$ cat src/rtl/wps_pkg.sv
// Shared types, codes and helpers of the wipe pixel selector.
// No dependencies; the design modules and channel interfaces import it.
package wps_pkg;

	localparam int PIX_W      = 32;
	localparam int CFG_IDX_W  = 3;
	localparam int CFG_DATA_W = 32;
	localparam int SIZE_W     = 14;
	localparam int FRAC_W     = 17;
	localparam int SLOPE_W    = 32;
	localparam int RAD_W      = 13;
	localparam int FIFO_DEPTH = 4;
	localparam int FIFO_CNT_W = 3;

	localparam logic [FRAC_W-1:0] FRAC_ONE      = 17'd65536;
	// 0.999 in Q1.16, rounded up
	localparam logic [FRAC_W-1:0] FRAC_NEAR_ONE = 17'd65471;

	typedef enum logic [CFG_IDX_W-1:0] {
		CFG_WIPE_MODE     = 3'd0,
		CFG_SWAP_SOURCES  = 3'd1,
		CFG_IMAGE_WIDTH   = 3'd2,
		CFG_IMAGE_HEIGHT  = 3'd3,
		CFG_WIPE_FRACTION = 3'd4,
		CFG_DIAG_SLOPE    = 3'd5,
		CFG_CIRCLE_RADIUS = 3'd6
	} cfg_reg_t;

	typedef enum logic [2:0] {
		MODE_VERTICAL   = 3'd0,
		MODE_HORIZONTAL = 3'd1,
		MODE_DIAGONAL   = 3'd2,
		MODE_SOLID      = 3'd3,
		MODE_CIRCLE     = 3'd4,
		MODE_CHECKER    = 3'd5
	} wipe_mode_t;

	typedef enum logic [1:0] {
		SPAN_OUTSIDE = 2'd0,
		SPAN_INSIDE  = 2'd1,
		SPAN_WHOLE   = 2'd2
	} span_kind_t;

	typedef enum logic [1:0] {
		FS_SETTLE  = 2'd0,
		FS_DIV_COL = 2'd1,
		FS_DIV_ROW = 2'd2,
		FS_RUN     = 2'd3
	} front_state_t;

	typedef enum logic [2:0] {
		SB_CLEAR = 3'd0,
		SB_STEP  = 3'd1,
		SB_MARK  = 3'd2,
		SB_ADV   = 3'd3,
		SB_DONE  = 3'd4
	} build_state_t;

	// Configuration as the datapath sees it: clamped sizes and split points.
	typedef struct packed {
		logic [2:0]         mode;
		logic               swap;
		logic [SIZE_W-1:0]  w_eff;
		logic [SIZE_W-1:0]  h_eff;
		logic [SIZE_W-1:0]  n_v;
		logic [SIZE_W-1:0]  n_h;
		logic [SIZE_W-1:0]  cell_sz;
		logic               diag_off;
		logic [SLOPE_W-1:0] slope;
		logic [RAD_W-1:0]   radius;
	} cfg_view_t;

	// Width of one queued item between the front and back parts.
	function automatic int entry_w(input int mw, input int mh);
		int cw;
		int rw;
		cw = $clog2(mw);
		rw = $clog2(mh);
		return 2 * PIX_W + cw + rw + 2 + (2 + 2 * cw) + (rw + 16);
	endfunction

	// Step a checker cell counter; top bit tells that a cell boundary passed.
	function automatic logic [SIZE_W:0] cell_step(input logic [SIZE_W-1:0] cnt,
		input logic [SIZE_W-1:0] cell_sz);
		logic [SIZE_W:0] nxt;
		nxt = {1'b0, cnt} + {{SIZE_W{1'b0}}, 1'b1};
		if (nxt >= {1'b0, cell_sz}) begin
			return {1'b1, {SIZE_W{1'b0}}};
		end
		return {1'b0, nxt[SIZE_W-1:0]};
	endfunction

endpackage

$ cat src/rtl/wps_fifo.sv
// Short queue that decouples the classifying front from the selecting back.
// Depends on wps_pkg.
module wps_fifo #(
	parameter int WIDTH = 8
) (
	input  logic                           clk,
	input  logic                           arst_n,
	input  logic                           push,
	input  logic [WIDTH-1:0]               wdata,
	input  logic                           pop,
	output logic [WIDTH-1:0]               rdata,
	output logic [wps_pkg::FIFO_CNT_W-1:0] count
);
	import wps_pkg::*;

	localparam int PW = $clog2(FIFO_DEPTH);

	logic [WIDTH-1:0]      slot_q [FIFO_DEPTH];
	logic [PW-1:0]         wr_q, rd_q;
	logic [FIFO_CNT_W-1:0] count_q;

	// Advance pointers and occupancy
	always_ff @(posedge clk or negedge arst_n) begin
		if (!arst_n) begin
			wr_q    <= '0;
			rd_q    <= '0;
			count_q <= '0;
		end else begin
			if (push) wr_q <= wr_q + PW'(1);
			if (pop) rd_q <= rd_q + PW'(1);
			count_q <= count_q + FIFO_CNT_W'(push) - FIFO_CNT_W'(pop);
		end
	end

	// Hold item payloads
	always_ff @(posedge clk) begin
		if (push) slot_q[wr_q] <= wdata;
	end

	assign rdata = slot_q[rd_q];
	assign count = count_q;

endmodule

$ cat config.mk
export PLATFORM = sky130hd
export DESIGN_NAME = wps_fifo
export DESIGN_NICKNAME = d
export VERILOG_FILES = /design/src/rtl/wps_pkg.sv /design/src/rtl/wps_fifo.sv
export SDC_FILE = /design/constraint.sdc
export NUM_CORES = 1
export LEC_CHECK = 0
export BUFFER_PORTS_ARGS = -buffer_cell sky130_fd_sc_hd__buf_4
export CELL_PAD_IN_SITES_DETAIL_PLACEMENT = 1
export CELL_PAD_IN_SITES_GLOBAL_PLACEMENT = 2
export CORE_ASPECT_RATIO = 1.75
export CORE_MARGIN = 2
export CORE_UTILIZATION = 37
export DETAILED_ROUTE_END_ITERATION = 10
export GPL_ROUTABILITY_DRIVEN = 0
export PLACE_DENSITY = 0.83
export RECOVER_POWER = 25
export SYNTH_ARGS = -nofsm -noshare
export SYNTH_HDL_FRONTEND = slang
export SYNTH_SLANG_ARGS = --single-unit
$ cat constraint.sdc
create_clock -name clk -period 1.55 [get_ports clk]
set_input_delay 0.31 -clock clk [delete_from_list [all_inputs] [get_ports clk]]
set_output_delay 0.31 -clock clk [all_outputs]
set_load 0.01 [all_outputs]
== Word level (Yosys, flattened, before mapping) ==
Memory sizes are Yosys's and may differ from the RTL's.
Index checks and enable logic that the tools add are counted.
Widths: inputs -> output; s select.

* Register bits after elaboration: 7
* Memory bits (writable): 32
* Input bits: 12
* Output and inout bits: 11
* Word-level logic and storage cells: 10
* Memories: 1

{| class="wikitable"
|+ Memories
! name !! depth !! width !! read ports !! clocked after memory_dff !! wr ports !! line !! source
|-
| slot_q || 4 || 8 || 1 || 0 || 1 || wps_fifo.sv:18 || <nowiki>logic [WIDTH-1:0] slot_q [FIFO_DEPTH];</nowiki>
|}

* $add $sub $neg: 4
* Muxes and demuxes: 2

{| class="wikitable"
|+ Operators by type and width
! operator !! number
|-
| $add 2x1->2 const B || 2
|-
| $add 3x1->3 || 1
|-
| $sub 3x1->3 || 1
|-
| $mux 1 || 2
|}

== Depth between registers and ports, before layout ==
* Depth after elaboration: 2
* Mapped depth: 7
* Mapped depth without buffers: 7

== Worst setup path before layout ==
Ideal clock, no wire load.

* Path kind: reg2reg
* Start point: register count_q[0], in the netlist count[0]
* End point: register count_q[2], in the netlist count[2]
* Setup time: 0.123 ns
* Arrival: 1.510 ns
* Data required time: 1.427 ns
* Setup slack: -0.083 ns
* Stages on the path, launching flop included: 8
* Path buffers: 0
* Period minus slack after synthesis: 1.633 ns
* Cells stage by stage: dfrtp_1 > inv_1 > ha_1 > inv_1 > ha_1 > fa_1 > xnor2_1 > xnor2_1

* Word-level cells in the longest chain between the ends: 2

{| class="wikitable"
|+ Ends and longest elaborated chain
! element !! line !! source
|-
| start, declared || wps_fifo.sv:20 || <nowiki>logic [FIFO_CNT_W-1:0] count_q;</nowiki>
|-
| start signal, assigned || wps_fifo.sv:31 || <nowiki>count_q <= count_q + FIFO_CNT_W'(push) - FIFO_CNT_W'(pop);</nowiki>
|-
| $add 3x1->3 || wps_fifo.sv:31 ||
|-
| $sub 3x1->3 || wps_fifo.sv:31 ||
|}

Every way passes these cells.
A chain may end at the register's enable or synchronous reset.

== Worst setup path after layout ==
* Start point: register rd_q[0]
* End point: output port rdata[4]

* Word-level cells in the longest chain between the ends: 1

{| class="wikitable"
|+ Ends and longest elaborated chain
! element !! line !! source
|-
| start, declared || wps_fifo.sv:19 || <nowiki>logic [PW-1:0] wr_q, rd_q;</nowiki>
|-
| start signal, assigned || wps_fifo.sv:30 || <nowiki>if (pop) rd_q <= rd_q + PW'(1);</nowiki>
|-
| $mem_v2 4x8 || -- ||
|-
| end, declared || wps_fifo.sv:11 || <nowiki>output logic [WIDTH-1:0] rdata,</nowiki>
|}

Every way passes these cells.

==> results.toml <==
[die]
dieHeight_um = 89.1
core-area_um2 = 4070
io-pin-count = 23
start_util_pct = 37.6
row_count = 31
dieArea_um2 = 4690
chipWidth_um = 52.6

[route]
totalWireLength_um = 2410
drt_iter0_markers = 17
dr.pass1.iters = 3
wl_per_cell_um = 15.3
antenna_left = 0
drc_errors = 0
vias = 746
avgViaCountPerCell = 4.75

[sta]
hold_violations = 0
period_share_pct = 115
worstMarginPinSlew_ns = 0.444
fmax_mhz = 561
drv_slew = 0
worst_slack_ns = -0.233
maxSlewHeadroom_pct = 70.4
final.setup.tns_ns = -1.74
setup_violations = 9
min_period_ns = 1.78
hold-worst-slack_ns = 0.235
rsz0062_at_grt = "yes"
skew_ns = 0.00425

[critical_path]
cp_cell_sequence = "buf_12 > mux4_2 > buf_6"
slowest_stage = "mux4_2"
critical_path_arrival_ns = 1.47
critPathMaxFanout = 9
worstSetupStartpointType = "register"
crit_path_end_kind = "output pin"
required_ns = 1.24
crit_type = "reg -> out"
slowest_delay_ns = 0.53

[finish]
drive_above_1_share_pct = 36.1
fin_nets = 126
final_util_pct = 47.4
diodes = 0
area_growth_pct = 26.0
fin_cells = 157

[pwr]
seqPwrFrac_pct = 42.3
power_frac_clock_pct = 21.4
irDropWorstVdd_uv = 1050
p_switching_mw = 1.02
p_per_area_nw_per_um2 = 1910
intPower_mw = 2.66
p_leak_nw = 0.727
p_comb_share_pct = 36.3
switching_share_pct = 27.6

[hold_path]
hold_path.class = "in -> reg"

[synth]
synth_most_common_cell = "edfxtp_1"
synthFlopType = "edfxtp_1"
synth_top_area_share_pct = 62.7
synth_top_cell_by_area = "edfxtp_1"
syn_inst = 74
syn_avg_cell_area_um2 = 20.7
synth_warnings = 0
synth_cell_type_count = 13
syn_area_um2 = 1530
syn_nets = 93
ys_seq_area_share_pct = 74.2
netlist_top_cells_count = "edfxtp_1, mux4_2, dfrtp_1"
synth_edf_count = 32
async_flop_share_pct = 17.9
synth_area_leaders = "edfxtp_1, mux4_2, dfrtp_1"
ys_ff_latch = 39

[placed_design]
numPortBuffers = 22
dpl_worst_slack_ns = -0.122
dp.cells = 145
dp_hpwl_um = 1660

[clock_tree]
cts_sinks = 39
numCtsBuffers = 5
cts_tree = "yes"
clk_pin_slew_worst_paths_ns = 0.07
root_buffer = "clkbuf_8"
cts_buffer_depth = 2
htreeDepth = 2
clk-insertion-delay-late_ns = 0.28

[grt]
antenna_found_initial = 0
gr-total-overflow = 0
grt_pass1_wl_um = 3870
grt_max_degree = 13
first_global_vias = 801
track_usage_pct = 12.5

[outcome]
status = "finished with violations"
violations = "negative setup slack"

[run]
drv_cap = 0
[flip-flops by register name, indices dropped and copies added (netlist names)]
register and flops:
slot_q 32, count 3, rd_q 2, wr_q 2
[power groups by stage]
stage	clock network, mW	registers, mW	logic (mW)
after floorplan	0	1.52	0.744
after global routing	0.841	1.59	1.48
final	0.787	1.56	1.34
after global placement	0	1.56	1.14
after detailed placement	0	1.58	1.19
after CTS	0.815	1.56	1.37
[cells by family after synthesis]
logic type,count (synthesis),synth area share (%)
compound gates,1,0.326
mux,8,11.8
fa+ha+maj,7,6.21
flops,39,74.2
xor+xnor,5,2.86
buf+inv,8,2.53
simple gates,6,2.12
[area by class of cell]
type | count | area (µm²)
clock buffer | 5 | 68.8
clock inverter | 3 | 38.8
fill | 403 | 2140
inverter | 6 | 22.5
multi-input combinational | 27 | 369
sequential | 39 | 1140
tap | 49 | 61.3
timing repair buffer | 28 | 233
[final timing paths]
check / slack (ns) / startpoint / cells past startpoint / end
worst min register to register: 0.54 / wr_q[0] / 1 / wr_q[0]
worst max register to register: -0.04 / count[0] / 7 / count[2]
max in group asynchronous: 1.05 / arst_n / 2 / count[2]
min in group asynchronous: 0.37 / arst_n / 2 / rd_q[1]
worst max-delay path: -0.23 / rd_q[0] / 3 / rdata[4]
worst min-delay path: 0.23 / wdata[2] / 1 / slot_q[2][2]
[repair_timing]
item / CTS / global route
resized for setup: 10 / 0
setup endpoints to repair: 9 / 9
pin swaps: 1 / 1
hold buffers: 1 / 0
cloned: 0 / 0
buffers inserted: 2 / 1
endpoints found under the hold margin: 7 / 0
[critical path, delay by kind of cell, from the launching register on]
family                 cells  cell delay, ns
multiplexers               1            0.53
buffers and inverters      2            0.29
flip-flops                 1            0.37
[cells in the final DEF, fill, tap and decap left out, types with 4 or more instances in the layout]
master | Yosys | routed
ha_1 | 6 | 5
edfxtp_1 | 32 | 32
and2_1 | 4 | 4
buf_4 | 0 | 12
dfrtp_1 | 7 | 7
clkbuf_8 | 0 | 5
inv_1 | 6 | 6
clkbuf_1 | 0 | 6
buf_6 | 1 | 8
mux4_2 | 8 | 8
[metrics by stage]
stage	power [mW]	instance area [µm²]
after floorplan	2.26	1530
after global placement	2.70	1770
after detailed placement	2.77	1770
after CTS	3.74	1940
after global routing	3.91	1930
final	3.68	1930
[routing by layer]
| metal | track usage [%] | part of all wire [%] |
|---|---|---|
| met2 | 21.1 | 55 |
| met1 | 12.6 | 37 |
| met3 | 4.01 | 4.4 |
| met5 | 0 | 0 |
| met4 | 9.09 | 3.1 |
Note: power is estimated with default switching activity, not from simulation.
