File: src/rtl/wps_pkg.sv
// Shared types, codes and helpers of the wipe pixel selector.
// No dependencies; the design modules and channel interfaces import it.
package wps_pkg;

	localparam int PIX_W      = 32;
	localparam int CFG_IDX_W  = 3;
	localparam int CFG_DATA_W = 32;
	localparam int SIZE_W     = 14;
	localparam int FRAC_W     = 17;
	localparam int SLOPE_W    = 32;
	localparam int RAD_W      = 13;
	localparam int FIFO_DEPTH = 4;
	localparam int FIFO_CNT_W = 3;

	localparam logic [FRAC_W-1:0] FRAC_ONE      = 17'd65536;
	// 0.999 in Q1.16, rounded up
	localparam logic [FRAC_W-1:0] FRAC_NEAR_ONE = 17'd65471;

	typedef enum logic [CFG_IDX_W-1:0] {
		CFG_WIPE_MODE     = 3'd0,
		CFG_SWAP_SOURCES  = 3'd1,
		CFG_IMAGE_WIDTH   = 3'd2,
		CFG_IMAGE_HEIGHT  = 3'd3,
		CFG_WIPE_FRACTION = 3'd4,
		CFG_DIAG_SLOPE    = 3'd5,
		CFG_CIRCLE_RADIUS = 3'd6
	} cfg_reg_t;

	typedef enum logic [2:0] {
		MODE_VERTICAL   = 3'd0,
		MODE_HORIZONTAL = 3'd1,
		MODE_DIAGONAL   = 3'd2,
		MODE_SOLID      = 3'd3,
		MODE_CIRCLE     = 3'd4,
		MODE_CHECKER    = 3'd5
	} wipe_mode_t;

	typedef enum logic [1:0] {
		SPAN_OUTSIDE = 2'd0,
		SPAN_INSIDE  = 2'd1,
		SPAN_WHOLE   = 2'd2
	} span_kind_t;

	typedef enum logic [1:0] {
		FS_SETTLE  = 2'd0,
		FS_DIV_COL = 2'd1,
		FS_DIV_ROW = 2'd2,
		FS_RUN     = 2'd3
	} front_state_t;

	typedef enum logic [2:0] {
		SB_CLEAR = 3'd0,
		SB_STEP  = 3'd1,
		SB_MARK  = 3'd2,
		SB_ADV   = 3'd3,
		SB_DONE  = 3'd4
	} build_state_t;

	// Configuration as the datapath sees it: clamped sizes and split points.
	typedef struct packed {
		logic [2:0]         mode;
		logic               swap;
		logic [SIZE_W-1:0]  w_eff;
		logic [SIZE_W-1:0]  h_eff;
		logic [SIZE_W-1:0]  n_v;
		logic [SIZE_W-1:0]  n_h;
		logic [SIZE_W-1:0]  cell_sz;
		logic               diag_off;
		logic [SLOPE_W-1:0] slope;
		logic [RAD_W-1:0]   radius;
	} cfg_view_t;

	// Width of one queued item between the front and back parts.
	function automatic int entry_w(input int mw, input int mh);
		int cw;
		int rw;
		cw = $clog2(mw);
		rw = $clog2(mh);
		return 2 * PIX_W + cw + rw + 2 + (2 + 2 * cw) + (rw + 16);
	endfunction

	// Step a checker cell counter; top bit tells that a cell boundary passed.
	function automatic logic [SIZE_W:0] cell_step(input logic [SIZE_W-1:0] cnt,
		input logic [SIZE_W-1:0] cell_sz);
		logic [SIZE_W:0] nxt;
		nxt = {1'b0, cnt} + {{SIZE_W{1'b0}}, 1'b1};
		if (nxt >= {1'b0, cell_sz}) begin
			return {1'b1, {SIZE_W{1'b0}}};
		end
		return {1'b0, nxt[SIZE_W-1:0]};
	endfunction

endpackage

File: src/rtl/wps_out_if.sv
// Output channel of the wipe pixel selector: one selected pixel per item.
// Depends on wps_pkg.
interface wps_out_if;
	import wps_pkg::*;
	logic             valid;
	logic             ready;
	logic [PIX_W-1:0] pixel_out;
	logic             from_second;
	logic             written;
	logic             frame_end;
	modport source(output valid, pixel_out, from_second, written, frame_end, input ready);
	modport sink(input valid, pixel_out, from_second, written, frame_end, output ready);
endinterface

File: src/rtl/wps_back.sv
// Back part: pick the pixel of each queued item and hold it in the output register.
// Depends on wps_pkg and the output channel interface.
module wps_back #(
	parameter int MAX_WIDTH  = 4096,
	parameter int MAX_HEIGHT = 4096
) (
	input  logic                                               clk,
	input  logic                                               arst_n,
	input  wps_pkg::cfg_view_t                                 cv,
	input  logic [wps_pkg::entry_w(MAX_WIDTH, MAX_HEIGHT)-1:0] fifo_rdata,
	input  logic [wps_pkg::FIFO_CNT_W-1:0]                     fifo_count,
	output logic                                               fifo_pop,
	wps_out_if.source                                          dst
);
	import wps_pkg::*;

	localparam int CW = $clog2(MAX_WIDTH);
	localparam int RW = $clog2(MAX_HEIGHT);
	localparam int NW = RW + 16;

	logic [PIX_W-1:0] p1, p2, first, second;
	logic [CW-1:0]    c, left, right;
	logic [RW-1:0]    r;
	logic             par, fe, sel, ok;
	logic [1:0]       kind;
	logic [NW-1:0]    nd;

	logic             valid_q;
	logic [PIX_W-1:0] pix_q;
	logic             sec_q, wr_q, fe_q;

	assign {p1, p2, c, r, par, fe, kind, left, right, nd} = fifo_rdata;

	// Wipe pattern test at this raster position
	always_comb begin
		sel = 1'b0;
		ok  = 1'b1;
		case (cv.mode)
			MODE_VERTICAL:   sel = 32'(c) >= 32'(cv.n_v);
			MODE_HORIZONTAL: sel = 32'(r) >= 32'(cv.n_h);
			MODE_DIAGONAL:   sel = !cv.diag_off &&
				((32'(c) >= 32'(cv.w_eff)) || (NW'(c) >= nd));
			MODE_SOLID:      sel = 1'b0;
			MODE_CIRCLE: begin
				if (kind == SPAN_WHOLE) sel = 1'b1;
				else if (kind == SPAN_INSIDE) sel = (c >= left) && (c <= right);
				else sel = 1'b0;
			end
			MODE_CHECKER:    sel = par;
			default:         ok = 1'b0;
		endcase
		first  = cv.swap ? p1 : p2;
		second = cv.swap ? p2 : p1;
	end

	assign fifo_pop = (fifo_count != '0) && (!valid_q || dst.ready);

	// Output register: refill whenever empty or being taken
	always_ff @(posedge clk or negedge arst_n) begin
		if (!arst_n) begin
			valid_q <= 1'b0;
		end else if (!valid_q || dst.ready) begin
			valid_q <= fifo_pop;
		end
	end

	always_ff @(posedge clk) begin
		if (fifo_pop) begin
			pix_q <= ok ? (sel ? second : first) : '0;
			sec_q <= ok && sel;
			wr_q  <= ok;
			fe_q  <= fe;
		end
	end

	assign dst.valid       = valid_q;
	assign dst.pixel_out   = pix_q;
	assign dst.from_second = sec_q;
	assign dst.written     = wr_q;
	assign dst.frame_end   = fe_q;

endmodule

File: src/flat_wrapper.sv
// flat-port wrapper written by rule: the top's interface ports become plain ports
module wps_back_flat import wps_pkg::*;
#(
	parameter int MAX_WIDTH  = 4096,
	parameter int MAX_HEIGHT = 4096
)
  (clk, arst_n, cv, fifo_rdata, fifo_count, fifo_pop, dst_valid, dst_pixel_out, dst_from_second, dst_written, dst_frame_end, dst_ready);
  wps_out_if dst_i ();
  input  logic clk;
  input  logic arst_n;
  input  wps_pkg::cfg_view_t cv;
  input  logic [wps_pkg::entry_w(MAX_WIDTH, MAX_HEIGHT)-1:0] fifo_rdata;
  input  logic [wps_pkg::FIFO_CNT_W-1:0] fifo_count;
  output logic fifo_pop;
  output wire logic [$bits(dst_i.valid)-1:0] dst_valid;
  output wire logic [$bits(dst_i.pixel_out)-1:0] dst_pixel_out;
  output wire logic [$bits(dst_i.from_second)-1:0] dst_from_second;
  output wire logic [$bits(dst_i.written)-1:0] dst_written;
  output wire logic [$bits(dst_i.frame_end)-1:0] dst_frame_end;
  input wire logic [$bits(dst_i.ready)-1:0] dst_ready;
  assign dst_valid = dst_i.valid;
  assign dst_pixel_out = dst_i.pixel_out;
  assign dst_from_second = dst_i.from_second;
  assign dst_written = dst_i.written;
  assign dst_frame_end = dst_i.frame_end;
  assign dst_i.ready = dst_ready;
  wps_back #(.MAX_WIDTH(MAX_WIDTH), .MAX_HEIGHT(MAX_HEIGHT)) u_core (.clk(clk), .arst_n(arst_n), .cv(cv), .fifo_rdata(fifo_rdata), .fifo_count(fifo_count), .fifo_pop(fifo_pop), .dst(dst_i));
endmodule
File: config.mk
export PLATFORM = sky130hd
export DESIGN_NAME = wps_back_flat
export DESIGN_NICKNAME = d
export VERILOG_FILES = /design/src/rtl/wps_pkg.sv /design/src/rtl/wps_out_if.sv /design/src/rtl/wps_back.sv /design/src/flat_wrapper.sv
export SDC_FILE = /design/constraint.sdc
export NUM_CORES = 1
export LEC_CHECK = 0
export ABC_CLOCK_PERIOD_IN_PS = 3300
export BUFFER_PORTS_ARGS = -buffer_cell sky130_fd_sc_hd__buf_2
export CAP_MARGIN = 20
export CORE_AREA = 4 4 118 120
export CTS_CLUSTER_DIAMETER = 60
export DETAILED_ROUTE_END_ITERATION = 8
export DIE_AREA = 0 0 122 124
export MAX_ROUTING_LAYER = met4
export SLEW_MARGIN = 30
export SYNTH_ARGS = -nofsm -noshare
export SYNTH_HDL_FRONTEND = slang
export SYNTH_SLANG_ARGS = --single-unit
File: constraint.sdc
create_clock -name clk -period 3.3 [get_ports clk]
set_input_delay 0.66 -clock clk [delete_from_list [all_inputs] [get_ports clk]]
set_output_delay 0.66 -clock clk [all_outputs]
set_load 0.05 [all_outputs]
Word-level counts from Yosys, hierarchy flattened
Index checks and enable logic that the tools add are counted.

storage, ports and cells
  flip-flop bits (word level) = 36
  input port bits = 270
  output and inout bits = 37
  word-level logic and storage cells = 36

cells by class
  magnitude comparators = 6
  eq/ne operators = 7
  multiplexer cells = 7
  reductions and logical operators = 11

operators by type and width
  operator              count
  $mux W32              3
  $ge A12 B14 Y1        3
  $ge A12 B28 Y1        1
  $ge A12 B12 Y1        1
  $le A12 B12 Y1        1
  $eq A3 B2 Y1 const B  2
  $eq A3 B3 Y1 const B  2
  $reduce_or A6 Y1      1
  $pmux W1 S5           1
  $logic_and A1 B1 Y1   4
  $eq A3 B1 Y1 const B  1
  $logic_not A3 Y1      1
  $mux W1               3
  $reduce_bool A3 Y1    1
  $eq A2 B1 Y1 const B  1
  $eq A2 B2 Y1 const B  1
  $logic_not A1 Y1      2
  $logic_or A1 B1 Y1    2

Longest topological paths before layout
  word-level depth = 6
  gate-level depth with buffers = 12
  gate-level depth less buffers = 10

Worst setup path after synthesis
OpenSTA, ideal clock, no wires.

  path type = input-to-output
  start point = input port fifo_count[1] in the netlist's numbering
  end point = output port fifo_pop
  arrival = 3.138 ns
  data required time = 2.640 ns
  slack = -0.498 ns
  cell stages on the path = 2
  buffers on the path = 0
  cell sequence = nor3_1 a21oi_1

on the way
  cells in the longest elaborated chain, start to end = 2

RTL lines
  item                 line                RTL
  from (decl)          flat_wrapper.sv:13  input logic [wps_pkg::FIFO_CNT_W-1:0] fifo_count;
  $reduce_bool A3 Y1   wps_back.sv:56      assign fifo_pop = (fifo_count != '0) && (!valid_q || dst.ready);
  $logic_and A1 B1 Y1  wps_back.sv:56
  to (decl)            flat_wrapper.sv:14  output logic fifo_pop;

Every way passes these cells.

Worst setup path in the final report
  start point = input port fifo_rdata[68] in the netlist's numbering
  end point = register u_core.pix_q[8], in the netlist u_core.dst.pixel_out[8] (data pin)

on the way
  cells in the longest elaborated chain, start to end = 6
  elaborated cells between the ends (all ways) = 12
  those cells by class = order compare: 5; mux: 4; reduce/logical: 3

RTL lines
  item                                                     line                RTL
  from (decl)                                              flat_wrapper.sv:12  input logic [wps_pkg::entry_w(MAX_WIDTH, MAX_HEIGHT)-1:0] fifo_rdata;
  $ge A12 B12 Y1 / $le A12 B12 Y1 (equally long branches)  wps_back.sv:46      else if (kind == SPAN_INSIDE) sel = (c >= left) && (c <= right);
  $logic_and A1 B1 Y1                                      wps_back.sv:46
  $mux W1                                                  wps_back.sv:46
  $mux W1                                                  wps_back.sv:45      if (kind == SPAN_WHOLE) sel = 1'b1;
  $pmux W1 S5 (*)                                          wps_back.sv:38      case (cv.mode)
  $mux W32 (*)                                             wps_back.sv:69      pix_q <= ok ? (sel ? second : first) : '0;
  to (signal assigned)                                     wps_back.sv:69
  to (decl)                                                wps_back.sv:29      logic [PIX_W-1:0] pix_q;

Mark *: on every way between the ends. The rest lies on a longest branch, timed or not.
A chain may end at the register's enable or synchronous reset.

==> summary.txt <==
Final layout
  • Commonest non-fill, non-tap cell in the layout: buf_2
  • N_diodes: 0
  • Final core occ: 0.440
  • Area grow syn2layout: 45.8%
  • Layout cell share with drive strength beyond 1: 0.480
  • Most frequent cells in the layout: buf_2 (233), ha_1 (72), inv_1 (71)
  • Number of nets in the layout: 1012
  • Final std cells w/o fill: 847

Clock network
  • Post-CTS setup buffers: 0
  • TritonCTS clock tree: yes
  • Clock sinks: 36
  • Clk buf depth: 2
  • Hold Buf Count CTS: 0
  • H-tree levels: 2
  • Clk slew on worst S/H paths: 60 ps
  • CTS Buf Count: 5
  • Clock root buffer master: clkbuf_16
  • Clk_lat worst skew: 280 ps

Worst setup path
  • CP max FO: 12
  • FF-to-FF path depth: 2
  • Reg2reg setup slack: 1930 ps
  • CP endpoint kind: flop
  • CP startpoint: fifo_rdata[68]
  • Crit Reg-Reg Startpoint: u_core.dst.valid
  • CP startpoint kind: input port
  • WS Path Type: in -> reg
  • CP Data Required Time: 3320 ps
  • Worst EP arrival: 3150 ps
  • RR Endpoint: u_core.dst.pixel_out[10]

STA
  • # setup viols final: 0
  • Worst relative slew slack: 0.639
  • Hold Vio Cnt, Final: 0
  • Worst hold slack: 163 ps
  • Fmax: 320 MHz
  • Setup TNS: 0 ps
  • Final Max Slew Viols: 0
  • Worst slew pin tran: 540 ps
  • RSZ-0062 raised after global routing: no
  • Clock Skew: about 8.0 ps
  • Final min period: 3130 ps
  • Final critical-path share of the clock period: 0.948

GRT
  • Vias in the first global route: 4115
  • First-pass GRT wire length: 19500 um
  • Grt total ovfl: 0
  • Initial antenna violation count: 0
  • Largest net degree at the start of global routing: 36
  • All-Layer GR Usage: 0.166

Floorplanning
  • Die Wd: 122 um
  • I/O pin cnt: 307
  • Row cnt: 42
  • Height of the die: between 100 and 150 um
  • Core box area: 13000 um2
  • Initial Util: 0.302
  • DIE AREA: approximately 15000 um2

Drt
  • Routed Antenna Nets: 0
  • Detailed Route Iter0 Violations: 205
  • Total number of vias: about 4100
  • Drt drc: 0
  • DR WL/cell: 15.0 um
  • First-pass DRT Iterations: 5
  • Routed WL: 12700 um
  • Detailed-route vias per instance: roughly 4.8

Logic synthesis
  • Syn Inst Count: 414
  • Sequential area share after synthesis: 0.274
  • Cell taking the most area after synthesis: edfxtp_1
  • Synth async-reset ratio: 0.0278
  • Ys Warns: 0
  • Yosys cell types: 54
  • Area contributors post-synth: edfxtp_1 (27%), ha_1 (23%), nand3_2 (7.7%)
  • Share of the synthesized area in the top cell type: 0.268
  • Syn Area/Cell: 9.47 um2
  • Syn Nets: 756
  • Number of enable flip-flop cells after synthesis: 35
  • Ys flop type: edfxtp_1
  • Synthesized area: between 3000 and 4000 um2
  • Number of synthesized register bits: 36

Hold path
  • Worst min-delay path category: in -> async

Pwr
  • Worst IR drop on VDD: 0.182 mV
  • P_leak: 3.03 nW
  • Power Density: 315 nW/um2
  • Final Power: 1.80 mW

Place
  • DP Wirelength: 10900 um
  • Buffers added on ports: 233
  • GPL Wtd Cong: 0.842
  • Placed Cells: 839

Job
  • Max cap viols: 0

Outcome
  • Status: finished clean
==> flip-flops by register name, summed over array words and instances (netlist names) <==
signal	flops
u_core.dst.frame_end	1
u_core.dst.from_second	1
u_core.dst.written	1
u_core.dst.pixel_out	32
u_core.dst.valid	1
==> area by class of cell <==
class                      count  area (um2)
sequential                    36        1080
inverter                      71         267
fill                        1275        7270
multi-input combinational    291        2510
clock inverter                 3        42.5
clock buffer                   5         125
timing repair buffer         265        1470
tap                          176         220
==> power breakdown <==
group	internal [mW]	total [mW]	switching, mW
clock	0.355	0.537	0.183
sequential	0.556	0.566	0.0103
combinational	0.285	0.699	0.414
total	1.20	1.80	0.606
==> synthesized netlist by cell type, types with 2 or more instances <==
master,count
a21oi_1,20
nor4_1,4
o21a_1,4
and4_1,2
o21ai_0,36
nand3_1,7
clkbuf_1,6
a221oi_1,2
o21bai_1,3
a211o_1,2
a21o_1,7
buf_6,4
nor2b_1,2
buf_4,3
nand4_1,7
a21boi_0,2
a21boi_1,30
ha_1,72
nand2b_1,3
inv_1,71
nand3_2,30
edfxtp_1,35
buf_2,3
nand2b_4,2
a211oi_1,2
o211ai_1,6
nand2_1,10
o21ai_1,3
nor3_1,6
nor2_1,6
==> worst max-delay path by stage <==
| stage | to | slack (ps) | cells after the start |
|---|---|---|---|
| 3_5_place_dp | u_core.dst.pixel_out[8] | -320 | 13 |
| 3_3_place_gp | u_core.dst.pixel_out[1] | -260 | 13 |
| 6_report | u_core.dst.pixel_out[8] | 170 | 13 |
| 5_1_grt | u_core.dst.pixel_out[8] | 0.8 | 12 |
| 4_1_cts | u_core.dst.pixel_out[8] | 60 | 13 |
| 2_1_floorplan | u_core.dst.pixel_out[0] | 220 | 12 |
==> critical path, stage by stage <==
cell	delay, ps
buf_2	70
inv_1	70
buf_4	150
ha_1	270
nand4_1	110
nor3_1	70
or3b_1	350
a21oi_1	310
nor3_4	130
or4_4	570
buf_4	230
nand3_2	90
a21boi_1	70
==> per-stage QoR <==
| stage | setup WS, ps | instance area (um2) |
|---|---|---|
| finish | 171 | 5710 |
| global route | 0.765 | 5710 |
| CTS | 59.7 | 5700 |
| detailed placement | -317 | 5520 |
| global placement | -256 | 5520 |
| floorplan | 216 | 3920 |
==> layer usage <==
metal / vias up / wire length [um] / global-route usage
met4: 0 / 147 / 0.0399
li1: 2032 / - / -
met5: - / 0 / -
met1: 1819 / 5280 / 0.198
met2: 190 / 6330 / 0.302
met3: 14 / 956 / 0.0163
==> repair_timing <==
action / in CTS / in global routing
endpoints found under the setup margin: 3 / 29
gates cloned: 0 / 0
gates resized for setup: 2 / 1
==> cell families (layout without fill, tap and decap cells) <==
logic type | Yosys count | count (layout) | synth area share
AOI/OAI and AO/OA | 130 | 130 | 0.229
adders and majority gates | 72 | 72 | 0.230
buffers and inverters | 87 | 344 | 0.0948
DFF | 36 | 36 | 0.274
and+or+nand+nor | 89 | 89 | 0.171
(Power assumes the default switching activity.)
