$ cat config.mk
export PLATFORM = sky130hd
export DESIGN_NAME = wps_front_flat
export DESIGN_NICKNAME = d
export VERILOG_FILES = /design/src/rtl/wps_pkg.sv /design/src/rtl/wps_in_if.sv /design/src/rtl/wps_cfg_if.sv /design/src/rtl/wps_front.sv /design/src/flat_wrapper.sv
export SDC_FILE = /design/constraint.sdc
export NUM_CORES = 2
export LEC_CHECK = 0
export ABC_AREA = 1
export BUFFER_PORTS_ARGS = -buffer_cell sky130_fd_sc_hd__buf_2
export CORE_MARGIN = 10
export CORE_UTILIZATION = 50
export CTS_BUF_LIST = sky130_fd_sc_hd__clkbuf_16
export CTS_CLUSTER_SIZE = 16
export DETAILED_ROUTE_END_ITERATION = 12
export GPL_TIMING_DRIVEN = 1
export PLACE_DENSITY = 0.69
export SLEW_MARGIN = 20
export SYNTH_ARGS = -nofsm -noshare
export SYNTH_HDL_FRONTEND = slang
export SYNTH_SLANG_ARGS = --single-unit
$ cat constraint.sdc
create_clock -name clk -period 7.77 [get_ports clk]
set_clock_uncertainty 0.2 [all_clocks]
set_input_delay 1.1655 -clock clk [delete_from_list [all_inputs] [get_ports clk]]
set_output_delay 1.1655 -clock clk [all_outputs]
set_load 0.005 [all_outputs]
$ cat src/rtl/wps_pkg.sv
// Shared types, codes and helpers of the wipe pixel selector.
// No dependencies; the design modules and channel interfaces import it.
package wps_pkg;

	localparam int PIX_W      = 32;
	localparam int CFG_IDX_W  = 3;
	localparam int CFG_DATA_W = 32;
	localparam int SIZE_W     = 14;
	localparam int FRAC_W     = 17;
	localparam int SLOPE_W    = 32;
	localparam int RAD_W      = 13;
	localparam int FIFO_DEPTH = 4;
	localparam int FIFO_CNT_W = 3;

	localparam logic [FRAC_W-1:0] FRAC_ONE      = 17'd65536;
	// 0.999 in Q1.16, rounded up
	localparam logic [FRAC_W-1:0] FRAC_NEAR_ONE = 17'd65471;

	typedef enum logic [CFG_IDX_W-1:0] {
		CFG_WIPE_MODE     = 3'd0,
		CFG_SWAP_SOURCES  = 3'd1,
		CFG_IMAGE_WIDTH   = 3'd2,
		CFG_IMAGE_HEIGHT  = 3'd3,
		CFG_WIPE_FRACTION = 3'd4,
		CFG_DIAG_SLOPE    = 3'd5,
		CFG_CIRCLE_RADIUS = 3'd6
	} cfg_reg_t;

	typedef enum logic [2:0] {
		MODE_VERTICAL   = 3'd0,
		MODE_HORIZONTAL = 3'd1,
		MODE_DIAGONAL   = 3'd2,
		MODE_SOLID      = 3'd3,
		MODE_CIRCLE     = 3'd4,
		MODE_CHECKER    = 3'd5
	} wipe_mode_t;

	typedef enum logic [1:0] {
		SPAN_OUTSIDE = 2'd0,
		SPAN_INSIDE  = 2'd1,
		SPAN_WHOLE   = 2'd2
	} span_kind_t;

	typedef enum logic [1:0] {
		FS_SETTLE  = 2'd0,
		FS_DIV_COL = 2'd1,
		FS_DIV_ROW = 2'd2,
		FS_RUN     = 2'd3
	} front_state_t;

	typedef enum logic [2:0] {
		SB_CLEAR = 3'd0,
		SB_STEP  = 3'd1,
		SB_MARK  = 3'd2,
		SB_ADV   = 3'd3,
		SB_DONE  = 3'd4
	} build_state_t;

	// Configuration as the datapath sees it: clamped sizes and split points.
	typedef struct packed {
		logic [2:0]         mode;
		logic               swap;
		logic [SIZE_W-1:0]  w_eff;
		logic [SIZE_W-1:0]  h_eff;
		logic [SIZE_W-1:0]  n_v;
		logic [SIZE_W-1:0]  n_h;
		logic [SIZE_W-1:0]  cell_sz;
		logic               diag_off;
		logic [SLOPE_W-1:0] slope;
		logic [RAD_W-1:0]   radius;
	} cfg_view_t;

	// Width of one queued item between the front and back parts.
	function automatic int entry_w(input int mw, input int mh);
		int cw;
		int rw;
		cw = $clog2(mw);
		rw = $clog2(mh);
		return 2 * PIX_W + cw + rw + 2 + (2 + 2 * cw) + (rw + 16);
	endfunction

	// Step a checker cell counter; top bit tells that a cell boundary passed.
	function automatic logic [SIZE_W:0] cell_step(input logic [SIZE_W-1:0] cnt,
		input logic [SIZE_W-1:0] cell_sz);
		logic [SIZE_W:0] nxt;
		nxt = {1'b0, cnt} + {{SIZE_W{1'b0}}, 1'b1};
		if (nxt >= {1'b0, cell_sz}) begin
			return {1'b1, {SIZE_W{1'b0}}};
		end
		return {1'b0, nxt[SIZE_W-1:0]};
	endfunction

endpackage

$ cat src/rtl/wps_in_if.sv
// Input channel of the wipe pixel selector: one pixel pair per item.
// Depends on wps_pkg.
interface wps_in_if;
	import wps_pkg::*;
	logic             valid;
	logic             ready;
	logic [PIX_W-1:0] pixel_one;
	logic [PIX_W-1:0] pixel_two;
	modport source(output valid, pixel_one, pixel_two, input ready);
	modport sink(input valid, pixel_one, pixel_two, output ready);
endinterface

$ cat src/rtl/wps_cfg_if.sv
// Register write channel of the wipe pixel selector.
// Depends on wps_pkg.
interface wps_cfg_if;
	import wps_pkg::*;
	logic                  valid;
	logic                  ready;
	logic [CFG_IDX_W-1:0]  index;
	logic [CFG_DATA_W-1:0] data;
	modport source(output valid, index, data, input ready);
	modport sink(input valid, index, data, output ready);
endinterface

$ cat src/rtl/wps_front.sv
// Front part: register file, raster and checker counters, item classification.
// Depends on wps_pkg and the channel interfaces.
module wps_front #(
	parameter int MAX_WIDTH  = 4096,
	parameter int MAX_HEIGHT = 4096
) (
	input  logic                                               clk,
	input  logic                                               arst_n,
	wps_cfg_if.sink                                            cfg,
	wps_in_if.sink                                             src,
	output wps_pkg::cfg_view_t                                 cv,
	output logic                                               span_rebuild,
	input  logic                                               span_ready,
	output logic [$clog2(MAX_HEIGHT)-1:0]                      span_raddr,
	input  logic [2+2*$clog2(MAX_WIDTH)-1:0]                   span_rdata,
	input  logic [wps_pkg::FIFO_CNT_W-1:0]                     fifo_count,
	output logic                                               fifo_push,
	output logic [wps_pkg::entry_w(MAX_WIDTH, MAX_HEIGHT)-1:0] fifo_wdata
);
	import wps_pkg::*;

	localparam int CW   = $clog2(MAX_WIDTH);
	localparam int RW   = $clog2(MAX_HEIGHT);
	localparam int DW   = (CW > RW) ? CW : RW;
	localparam int IT_W = $clog2(DW + 1);
	localparam int PW   = RW + SLOPE_W;

	// Raw registers
	logic [2:0]         mode_q;
	logic               swap_q;
	logic [12:0]        width_q, height_q;
	logic [FRAC_W-1:0]  frac_q;
	logic [SLOPE_W-1:0] slope_q;
	logic [RAD_W-1:0]   radius_q;
	logic               cfg_wr;

	cfg_view_t          dv_q, dv_d;
	logic [FRAC_W-1:0]  f_eff;
	logic [30:0]        prod_v, prod_h;

	// Counters
	logic [CW-1:0]      c_q;
	logic [RW-1:0]      r_q;
	logic [SIZE_W-1:0]  ccnt_q, rcnt_q;
	logic               cpar_q, rpar_q;

	// Prep sequencer and divider
	front_state_t       state_q, state_d;
	logic [DW-1:0]      dvd_q;
	logic [SIZE_W-1:0]  rem_q, rem_n;
	logic [SIZE_W:0]    trial;
	logic               ge;
	logic [IT_W-1:0]    it_q;
	logic               div_last;

	// Item path
	logic               accept, last_col, last_row;
	logic [SIZE_W:0]    cstep, rstep;
	logic               s1_valid_q;
	logic [PIX_W-1:0]   p1_s1, p2_s1;
	logic [CW-1:0]      c_s1;
	logic [RW-1:0]      r_s1;
	logic               par_s1, fe_s1;
	logic [PW-1:0]      dprod;

	assign cfg.ready = 1'b1;
	assign cfg_wr    = cfg.valid && cfg.ready;

	// Register writes
	always_ff @(posedge clk or negedge arst_n) begin
		if (!arst_n) begin
			mode_q   <= '0;
			swap_q   <= 1'b0;
			width_q  <= 13'd1;
			height_q <= 13'd1;
			frac_q   <= '0;
			slope_q  <= '0;
			radius_q <= '0;
		end else if (cfg_wr) begin
			case (cfg.index)
				CFG_WIPE_MODE:     mode_q   <= cfg.data[2:0];
				CFG_SWAP_SOURCES:  swap_q   <= cfg.data[0];
				CFG_IMAGE_WIDTH:   width_q  <= cfg.data[12:0];
				CFG_IMAGE_HEIGHT:  height_q <= cfg.data[12:0];
				CFG_WIPE_FRACTION: frac_q   <= cfg.data[FRAC_W-1:0];
				CFG_DIAG_SLOPE:    slope_q  <= cfg.data[SLOPE_W-1:0];
				CFG_CIRCLE_RADIUS: radius_q <= cfg.data[RAD_W-1:0];
				default: ;
			endcase
		end
	end

	assign span_rebuild = cfg_wr && (cfg.index == CFG_WIPE_MODE ||
		cfg.index == CFG_IMAGE_WIDTH || cfg.index == CFG_IMAGE_HEIGHT ||
		cfg.index == CFG_CIRCLE_RADIUS);

	// Clamp sizes and fraction, form split points and checker cell size
	always_comb begin
		dv_d        = '0;
		dv_d.mode   = mode_q;
		dv_d.swap   = swap_q;
		dv_d.slope  = slope_q;
		dv_d.radius = radius_q;
		if (width_q == '0) dv_d.w_eff = SIZE_W'(1);
		else if (32'(width_q) > 32'(MAX_WIDTH)) dv_d.w_eff = SIZE_W'(MAX_WIDTH);
		else dv_d.w_eff = SIZE_W'(width_q);
		if (height_q == '0) dv_d.h_eff = SIZE_W'(1);
		else if (32'(height_q) > 32'(MAX_HEIGHT)) dv_d.h_eff = SIZE_W'(MAX_HEIGHT);
		else dv_d.h_eff = SIZE_W'(height_q);
		f_eff  = (frac_q > FRAC_ONE) ? FRAC_ONE : frac_q;
		prod_v = 31'(f_eff) * 31'(dv_d.w_eff);
		prod_h = 31'(f_eff) * 31'(dv_d.h_eff);
		dv_d.n_v      = prod_v[16 +: SIZE_W];
		dv_d.n_h      = prod_h[16 +: SIZE_W];
		dv_d.cell_sz  = (dv_d.n_v == '0) ? SIZE_W'(1) : dv_d.n_v;
		dv_d.diag_off = (f_eff == '0) || (f_eff >= FRAC_NEAR_ONE);
	end

	always_ff @(posedge clk) begin
		dv_q <= dv_d;
	end

	assign cv = dv_q;

	// One restoring divider step against the cell size
	always_comb begin
		trial    = {rem_q, dvd_q[DW-1]};
		ge       = trial >= {1'b0, dv_q.cell_sz};
		rem_n    = ge ? SIZE_W'(trial - {1'b0, dv_q.cell_sz}) : SIZE_W'(trial);
		div_last = (it_q == IT_W'(DW - 1));
	end

	// Next state: realign checker cells after every register write
	always_comb begin
		state_d = state_q;
		case (state_q)
			FS_SETTLE:  state_d = FS_DIV_COL;
			FS_DIV_COL: if (div_last) state_d = FS_DIV_ROW;
			FS_DIV_ROW: if (div_last) state_d = FS_RUN;
			FS_RUN:     state_d = FS_RUN;
			default:    state_d = FS_SETTLE;
		endcase
		if (cfg_wr) state_d = FS_SETTLE;
	end

	// Outputs: accept only with table built and queue room for in-flight items
	always_comb begin
		src.ready = (state_q == FS_RUN) && span_ready &&
			(32'(fifo_count) + 32'(s1_valid_q) < FIFO_DEPTH);
		accept    = src.valid && src.ready;
		last_col  = 32'(c_q) + 32'd1 >= 32'(dv_q.w_eff);
		last_row  = 32'(r_q) + 32'd1 >= 32'(dv_q.h_eff);
		cstep     = cell_step(ccnt_q, dv_q.cell_sz);
		rstep     = cell_step(rcnt_q, dv_q.cell_sz);
	end

	assign span_raddr = r_q;

	// Raster and checker counters, divider registers
	always_ff @(posedge clk or negedge arst_n) begin
		if (!arst_n) begin
			state_q <= FS_SETTLE;
			c_q     <= '0;
			r_q     <= '0;
			ccnt_q  <= '0;
			rcnt_q  <= '0;
			cpar_q  <= 1'b0;
			rpar_q  <= 1'b0;
			dvd_q   <= '0;
			rem_q   <= '0;
			it_q    <= '0;
		end else begin
			state_q <= state_d;
			case (state_q)
				FS_SETTLE: begin
					dvd_q <= DW'(c_q);
					rem_q <= '0;
					it_q  <= '0;
				end
				FS_DIV_COL: begin
					dvd_q <= dvd_q << 1;
					rem_q <= rem_n;
					it_q  <= it_q + IT_W'(1);
					if (div_last) begin
						ccnt_q <= rem_n;
						cpar_q <= ge;
						dvd_q  <= DW'(r_q);
						rem_q  <= '0;
						it_q   <= '0;
					end
				end
				FS_DIV_ROW: begin
					dvd_q <= dvd_q << 1;
					rem_q <= rem_n;
					it_q  <= it_q + IT_W'(1);
					if (div_last) begin
						rcnt_q <= rem_n;
						rpar_q <= ge;
					end
				end
				FS_RUN: begin
					if (accept) begin
						if (last_col) begin
							c_q    <= '0;
							ccnt_q <= '0;
							cpar_q <= 1'b0;
							if (last_row) begin
								r_q    <= '0;
								rcnt_q <= '0;
								rpar_q <= 1'b0;
							end else begin
								r_q    <= r_q + RW'(1);
								rcnt_q <= rstep[SIZE_W-1:0];
								rpar_q <= rpar_q ^ rstep[SIZE_W];
							end
						end else begin
							c_q    <= c_q + CW'(1);
							ccnt_q <= cstep[SIZE_W-1:0];
							cpar_q <= cpar_q ^ cstep[SIZE_W];
						end
					end
				end
				default: ;
			endcase
		end
	end

	// Stage 1: hold the item while the span row is read
	always_ff @(posedge clk or negedge arst_n) begin
		if (!arst_n) begin
			s1_valid_q <= 1'b0;
		end else begin
			s1_valid_q <= accept;
		end
	end

	always_ff @(posedge clk) begin
		if (accept) begin
			p1_s1  <= src.pixel_one;
			p2_s1  <= src.pixel_two;
			c_s1   <= c_q;
			r_s1   <= r_q;
			par_s1 <= cpar_q ^ rpar_q;
			fe_s1  <= last_col && last_row;
		end
	end

	// Diagonal split of this row, then push the classified item
	assign dprod      = PW'(r_s1) * PW'(dv_q.slope);
	assign fifo_push  = s1_valid_q;
	assign fifo_wdata = {p1_s1, p2_s1, c_s1, r_s1, par_s1, fe_s1, span_rdata,
		dprod[PW-1:16]};

endmodule

$ cat src/flat_wrapper.sv
// flat-port wrapper written by rule: the top's interface ports become plain ports
module wps_front_flat import wps_pkg::*;
#(
	parameter int MAX_WIDTH  = 4096,
	parameter int MAX_HEIGHT = 4096
)
  (clk, arst_n, cv, span_rebuild, span_ready, span_raddr, span_rdata, fifo_count, fifo_push, fifo_wdata, cfg_valid, cfg_index, cfg_data, cfg_ready, src_valid, src_pixel_one, src_pixel_two, src_ready);
  wps_cfg_if cfg_i ();
  wps_in_if src_i ();
  input  logic clk;
  input  logic arst_n;
  output wps_pkg::cfg_view_t cv;
  output logic span_rebuild;
  input  logic span_ready;
  output logic [$clog2(MAX_HEIGHT)-1:0] span_raddr;
  input  logic [2+2*$clog2(MAX_WIDTH)-1:0] span_rdata;
  input  logic [wps_pkg::FIFO_CNT_W-1:0] fifo_count;
  output logic fifo_push;
  output logic [wps_pkg::entry_w(MAX_WIDTH, MAX_HEIGHT)-1:0] fifo_wdata;
  input wire logic [$bits(cfg_i.valid)-1:0] cfg_valid;
  input wire logic [$bits(cfg_i.index)-1:0] cfg_index;
  input wire logic [$bits(cfg_i.data)-1:0] cfg_data;
  output wire logic [$bits(cfg_i.ready)-1:0] cfg_ready;
  input wire logic [$bits(src_i.valid)-1:0] src_valid;
  input wire logic [$bits(src_i.pixel_one)-1:0] src_pixel_one;
  input wire logic [$bits(src_i.pixel_two)-1:0] src_pixel_two;
  output wire logic [$bits(src_i.ready)-1:0] src_ready;
  assign cfg_i.valid = cfg_valid;
  assign cfg_i.index = cfg_index;
  assign cfg_i.data = cfg_data;
  assign cfg_ready = cfg_i.ready;
  assign src_i.valid = src_valid;
  assign src_i.pixel_one = src_pixel_one;
  assign src_i.pixel_two = src_pixel_two;
  assign src_ready = src_i.ready;
  wps_front #(.MAX_WIDTH(MAX_WIDTH), .MAX_HEIGHT(MAX_HEIGHT)) u_core (.clk(clk), .arst_n(arst_n), .cfg(cfg_i), .src(src_i), .cv(cv), .span_rebuild(span_rebuild), .span_ready(span_ready), .span_raddr(span_raddr), .span_rdata(span_rdata), .fifo_count(fifo_count), .fifo_push(fifo_push), .fifo_wdata(fifo_wdata));
endmodule
Yosys cells after proc, flatten, opt, wreduce, memory -nomap -nowiden:

Cells that the tools add are included.
Widths: inputs -> output; s select.

* bitwise gates (word level): 3
* muxes and demuxes: 40
* multipliers: 3
* magnitude comparators: 10
* equal/unequal tests: 16
* add/sub/neg operators: 9
* reductions and logical operators: 30

Operators with widths (count)
* $mux 14: 10
* $ge 32x14->1: 2
* $mul 17x14->30: 2
* $mux 15: 4
* $pmux 14 s2: 2
* $ge 15x14->1: 3
* $mul 12x32->44: 1
* $pmux 14 s3: 1
* $mux 12: 3
* $pmux 12 s3: 1
* $lt 32x3->1 const B: 1
* $add 14x1->15 const B: 2
* $add 12x1->13 const B: 2
* $gt 13x13->1 const B: 2
* $logic_not 13->1: 2
* $mux 13: 2
* $add 12x1->12 const B: 2
* $reduce_and 2->1: 9
* $ge 17x16->1 const B: 1
* $gt 17x17->1 const B: 1
* $logic_not 17->1: 1
* $mux 17: 1
* $logic_not 14->1: 1
* $sub 14x14->14: 1
* other kinds (25): 54

* input bits: 133
* register bits: 389
* word-level logic and storage cells: 145
* output and inout port bits: 280

Depth between registers and ports, before layout:

* word-level depth: 9
* mapped depth: 38
* depth with buffers taken out: 37

Least setup slack after synthesis:

Ideal clock, no wire load.

* path kind: register -> register
* start: register u_core.frac_q[12]
* end: register u_core.dv_q, in the netlist u_core.cv[46]
* path slack: 1.015 ns
* required time: 7.512 ns
* arrival time: 6.497 ns
* path buffers: 2
* clock period less this slack: 6.755 ns
* cell stages (with the launch flop): 34
* cells stage by stage: dfrtp_1 -> nor2_1 -> nand2_1 -> nor2_1 -> nand2_1 -> nand2_1 -> clkbuf_1 -> nand2_1 -> inv_1 -> clkbuf_1 -> nand2_1 -> fa_1 -> fa_1 -> inv_1 -> fa_1 -> fa_1 -> fa_1 -> inv_1 -> fa_1 -> inv_1 -> ha_1 -> a21oi_1 -> o21ai_0 -> a21oi_1 -> nor2_1 -> a311oi_1 -> nand2_2 -> nand2_2 -> nand3_1 -> nand2_2 -> nand3_1 -> nor2_1 -> nand2_1 -> nand2_1

* longest elaborated chain between the ends: 4

RTL lines
* start: declaration: RTL line wps_front.sv:32 `logic [FRAC_W-1:0] frac_q;`
* start signal: assignment: RTL line wps_front.sv:85 `CFG_WIPE_FRACTION: frac_q <= cfg.data[FRAC_W-1:0];`
* $gt 17x17->1: RTL line wps_front.sv:110 `f_eff = (frac_q > FRAC_ONE) ? FRAC_ONE : frac_q;`
* $mux 17 *: RTL line wps_front.sv:110
* $mul 17x14->30 *: RTL line wps_front.sv:111 `prod_v = 31'(f_eff) * 31'(dv_d.w_eff);`
* $logic_not 14->1: RTL line wps_front.sv:115 `dv_d.cell_sz = (dv_d.n_v == '0) ? SIZE_W'(1) : dv_d.n_v;`
* end signal: assignment: RTL line wps_front.sv:120 `dv_q <= dv_d;`
* end: declaration: RTL line wps_front.sv:37 `cfg_view_t dv_q, dv_d;`

Every way passes the cells marked *; elsewhere a longest branch is shown, timed or not.
A chain may end at the register's enable or synchronous reset.

Worst setup path in the final report:

* start: register u_core.dv_q, in the netlist u_core.cv[13]
* end: output fifo_wdata[23] (netlist name)

* longest elaborated chain between the ends: 1

RTL lines
* $mul 12x32->44: RTL line wps_front.sv:249 `assign dprod = PW'(r_s1) * PW'(dv_q.slope);`
* end: declaration: RTL line flat_wrapper.sv:19 `output logic [wps_pkg::entry_w(MAX_WIDTH, MAX_HEIGHT)-1:0] fifo_wdata;`

Every way passes these cells.

==> run metrics <==
status=finished clean; total power=20100 uW; largest net degree at the start of global routing=90; largest family of logic cells by synthesized area=adder cells; r2r setup slk=0.51 ns; HPWL reported at the end of detailed placement=102000 um; first-pass GRT wire length=199000 um; post-synthesis mux area share=0.00398; CTS tree=built; Hold Slack=0.162 ns; worst stage delay on the critical path=0.58 ns; initial DRC count=2874; Synth Area in Compound Gates=0.0736; WL final=126000 um; Simple-Gate Fraction of Synth Area=0.154; TNS Setup=0 ns; Synthesis Warnings=0; # hold bufs at CTS=0; most common cell after layout, fill and taps aside=inv_1; Gate power share=0.729; reg-to-reg endpoint=u_core.cv[46]; ys async rst share=0.463; Top Ports=413; DR vias=34400; Critical Path Most Common Cell=fa_1; Leak Pwr=0.0252 uW; startpoint class of the critical path=register; Worst R2R Start=u_core.width_q[5]; CTS Buf Count=47; post-layout util=0.564; vias in the first global route=35500; Residual DRC=0; internal power=9470 uW; Synth top area share=0.294; Max Cap Viol=0; crit path buf inv count=4; Main synth FF type=dfrtp_1; clock buffer depth=3; Adder-Cell Fraction of Synth Area=0.399; Num Clock Sinks=387; IO buf count=357; Power per Cell Area=424 nW/um2; hold-critical path depth=0; GPL Wtd Cong=0.943; CTS H-tree depth=2; Yosys reg bits=387; top cells by area, synth=fa_1 29%, ha_1 11%, dfrtp_1 10%; Critical Path RT=6.40 ns; initial antenna violation count=7; Worst-path clk slew=0.06 ns; clock group share of total power=0.115; WL met3=10500 um; Die ar.=96900 um2; Post-Syn Instances=5040; Fin. Hold Viols=0; CP max stage cell=dfxtp_1; crit-path cells=nand2_1 -> fa_1 -> fa_1 -> inv_1 -> fa_1 -> inv_1 -> fa_1 -> inv_1 -> fa_1 -> ha_1 -> nand4_1 -> o41ai_1 -> nand2_1 -> o211ai_1 -> nand4_1 -> nand2_1 -> xor2_1 -> buf_2; Worst Hold Launch=u_core.slope_q[31]; remaining global-route overflow=0; Root Driver=clkbuf_16; Layout Area Growth over Synthesis=11.5%; GRT Util Overall=0.258; kind of cell adding the most delay to the critical path=adder cells; Core ar.=83800 um2; largest area contributor in the netlist=fa_1; final setup fails=0; Avg Inst Size Synth=8.42 um2; Die Span Y=311 um; library cells used by synthesis=55; ANT nets after route=0; drt first pass iters=6; Layout Nets=6461; Setup CP Type=register to output pin; Max-slew headroom=0.338; register area share after synthesis=0.225; Hold Path End=u_core.cv[44]; Highest Signal Layer=met5; Clk Latency, worst-skew pair=0.61 ns; Initial Util=0.506; maximum fanout along the worst path=12; vias per cell=5.27; RSZ-0062 raised after global routing=false; WL met1=51700 um; fin. max-slew vios=0; Tcrit/Tclk final=0.957; maximum VDD drop=572 uV; # rows=106; number of synthesized flops with an enable pin=90; Worst Path Arrival=6.07 ns; Post-Place Setup Slack=0.481 ns; Post-Syn Area=42400 um2; Post-Synth XOR/XNOR Area=0.0224; CP endpoint kind=output pin; Final WS setup=0.331 ns; worst hold path type=register to register; worst r2r path cells=31; Die Wd=311 um; min cycle time layout=7.44 ns; Psw=10600 uW; share of post-route cells with drive strength above 1=0.112; register share of total power=0.155; most frequent cells in the layout=1141 x inv_1, 1039 x nand2_1, 622 x fa_1; Tightest Pin Transition=0.994 ns; max frequency=0.134 GHz; Switching Share=0.528; WL met2=59800 um; average wire per standard cell=19.3 um
final cells by class:
class / count / area, um2
Clock buffer: 52 / 1300
Sequential cell: 387 / 9570
Timing Repair Buffer: 455 / 2620
Fill cell: 7679 / 36500
Antenna cell: 3 / 7.51
Multi-Input combinational cell: 3309 / 27700
Tap cell: 1134 / 1420
Clock inverter: 36 / 330
Inverter: 1149 / 4330
how the worst max path moves through the flow:
stage / startpoint / to / slack [ns] / depth (start not counted)
floorplan: u_core.frac_q[12] / u_core.cv[46] / 1.02 / 33
global placement: u_core.frac_q[12] / u_core.cv[46] / 0.63 / 32
detailed placement: u_core.frac_q[12] / u_core.cv[46] / 0.48 / 32
CTS: u_core.r_s1[9] / fifo_wdata[24] / 0.01 / 19
global route: u_core.frac_q[9] / u_core.cv[46] / 0.007 / 32
finish: u_core.cv[13] / fifo_wdata[23] / 0.33 / 18
layer usage:
layer,vias up,GRT usage
li1,15900,-
met1,17000,0.337
met2,1273,0.429
met3,207,0.0551
met4,2,0.0745
met5,-,0
cell families (layout without fill, tap and decap cells):
logic type      Yosys count  in the layout
compound gates          559            559
xor+xnor                106            106
buf+inv                1345           1692
fa+ha+maj               979            979
simple gates           1647           1647
other cells               2              6
flops                   387            387
mux                      15             15
synth_stat cells, types with 6 or more instances:
cell,instances
mux2_2,15
nor2_1,423
xnor2_1,17
a31oi_1,7
o211ai_1,35
xor2_1,86
buf_4,31
nor3_1,32
buf_1,11
clkinv_1,12
nand2_2,8
clkbuf_1,149
edfxtp_1,90
o221ai_1,6
inv_1,1136
o21a_1,11
o22ai_1,6
a21oi_1,210
o31ai_1,6
nor4_1,22
a211oi_1,6
a21o_1,7
dfxtp_1,118
dfrtp_1,177
o21ai_0,224
nand2_1,1041
a22oi_1,7
fa_1,622
nand3_1,79
ha_1,357
nand4_1,29
o21ai_1,8
metrics by stage:
| step | std cells | instance area (um2) |
|---|---|---|
| detailed placement | 6412 | 45400 |
| finish | 6525 | 47300 |
| floorplan | 5041 | 42400 |
| global placement | 6412 | 45400 |
| CTS | 6504 | 47000 |
| global route | 6522 | 47300 |
sequential cells by signal, indices dropped and copies added, names as in the netlist, 2 cells and up:
signal / flops
u_core.width_q: 13
u_core.dvd_q: 12
u_core.height_q: 13
u_core.state_q: 2
u_core.r_s1: 12
u_core.rcnt_q: 14
u_core.slope_q: 32
u_core.p1_s1: 32
u_core.rem_q: 14
u_core.c_q: 12
u_core.ccnt_q: 14
u_core.it_q: 4
u_core.radius_q: 13
u_core.c_s1: 12
u_core.cv: 118
u_core.p2_s1: 32
u_core.frac_q: 17
u_core.span_raddr: 12
u_core.mode_q: 3
power groups by stage:
stage	logic [uW]	registers, uW	clock network (uW)
floorplan	10000	2860	0
CTS	14600	3100	2370
global placement	14400	3130	0
global route	16700	3160	2440
finish	14600	3120	2320
detailed placement	14500	3140	0
what timing repair did:
action,in CTS,in global routing
pin swaps,0,0
setup buffers,4,18
endpoints found under the setup margin,4,19
resized for setup,0,30
No activity file was read; power rests on OpenSTA's default activity.
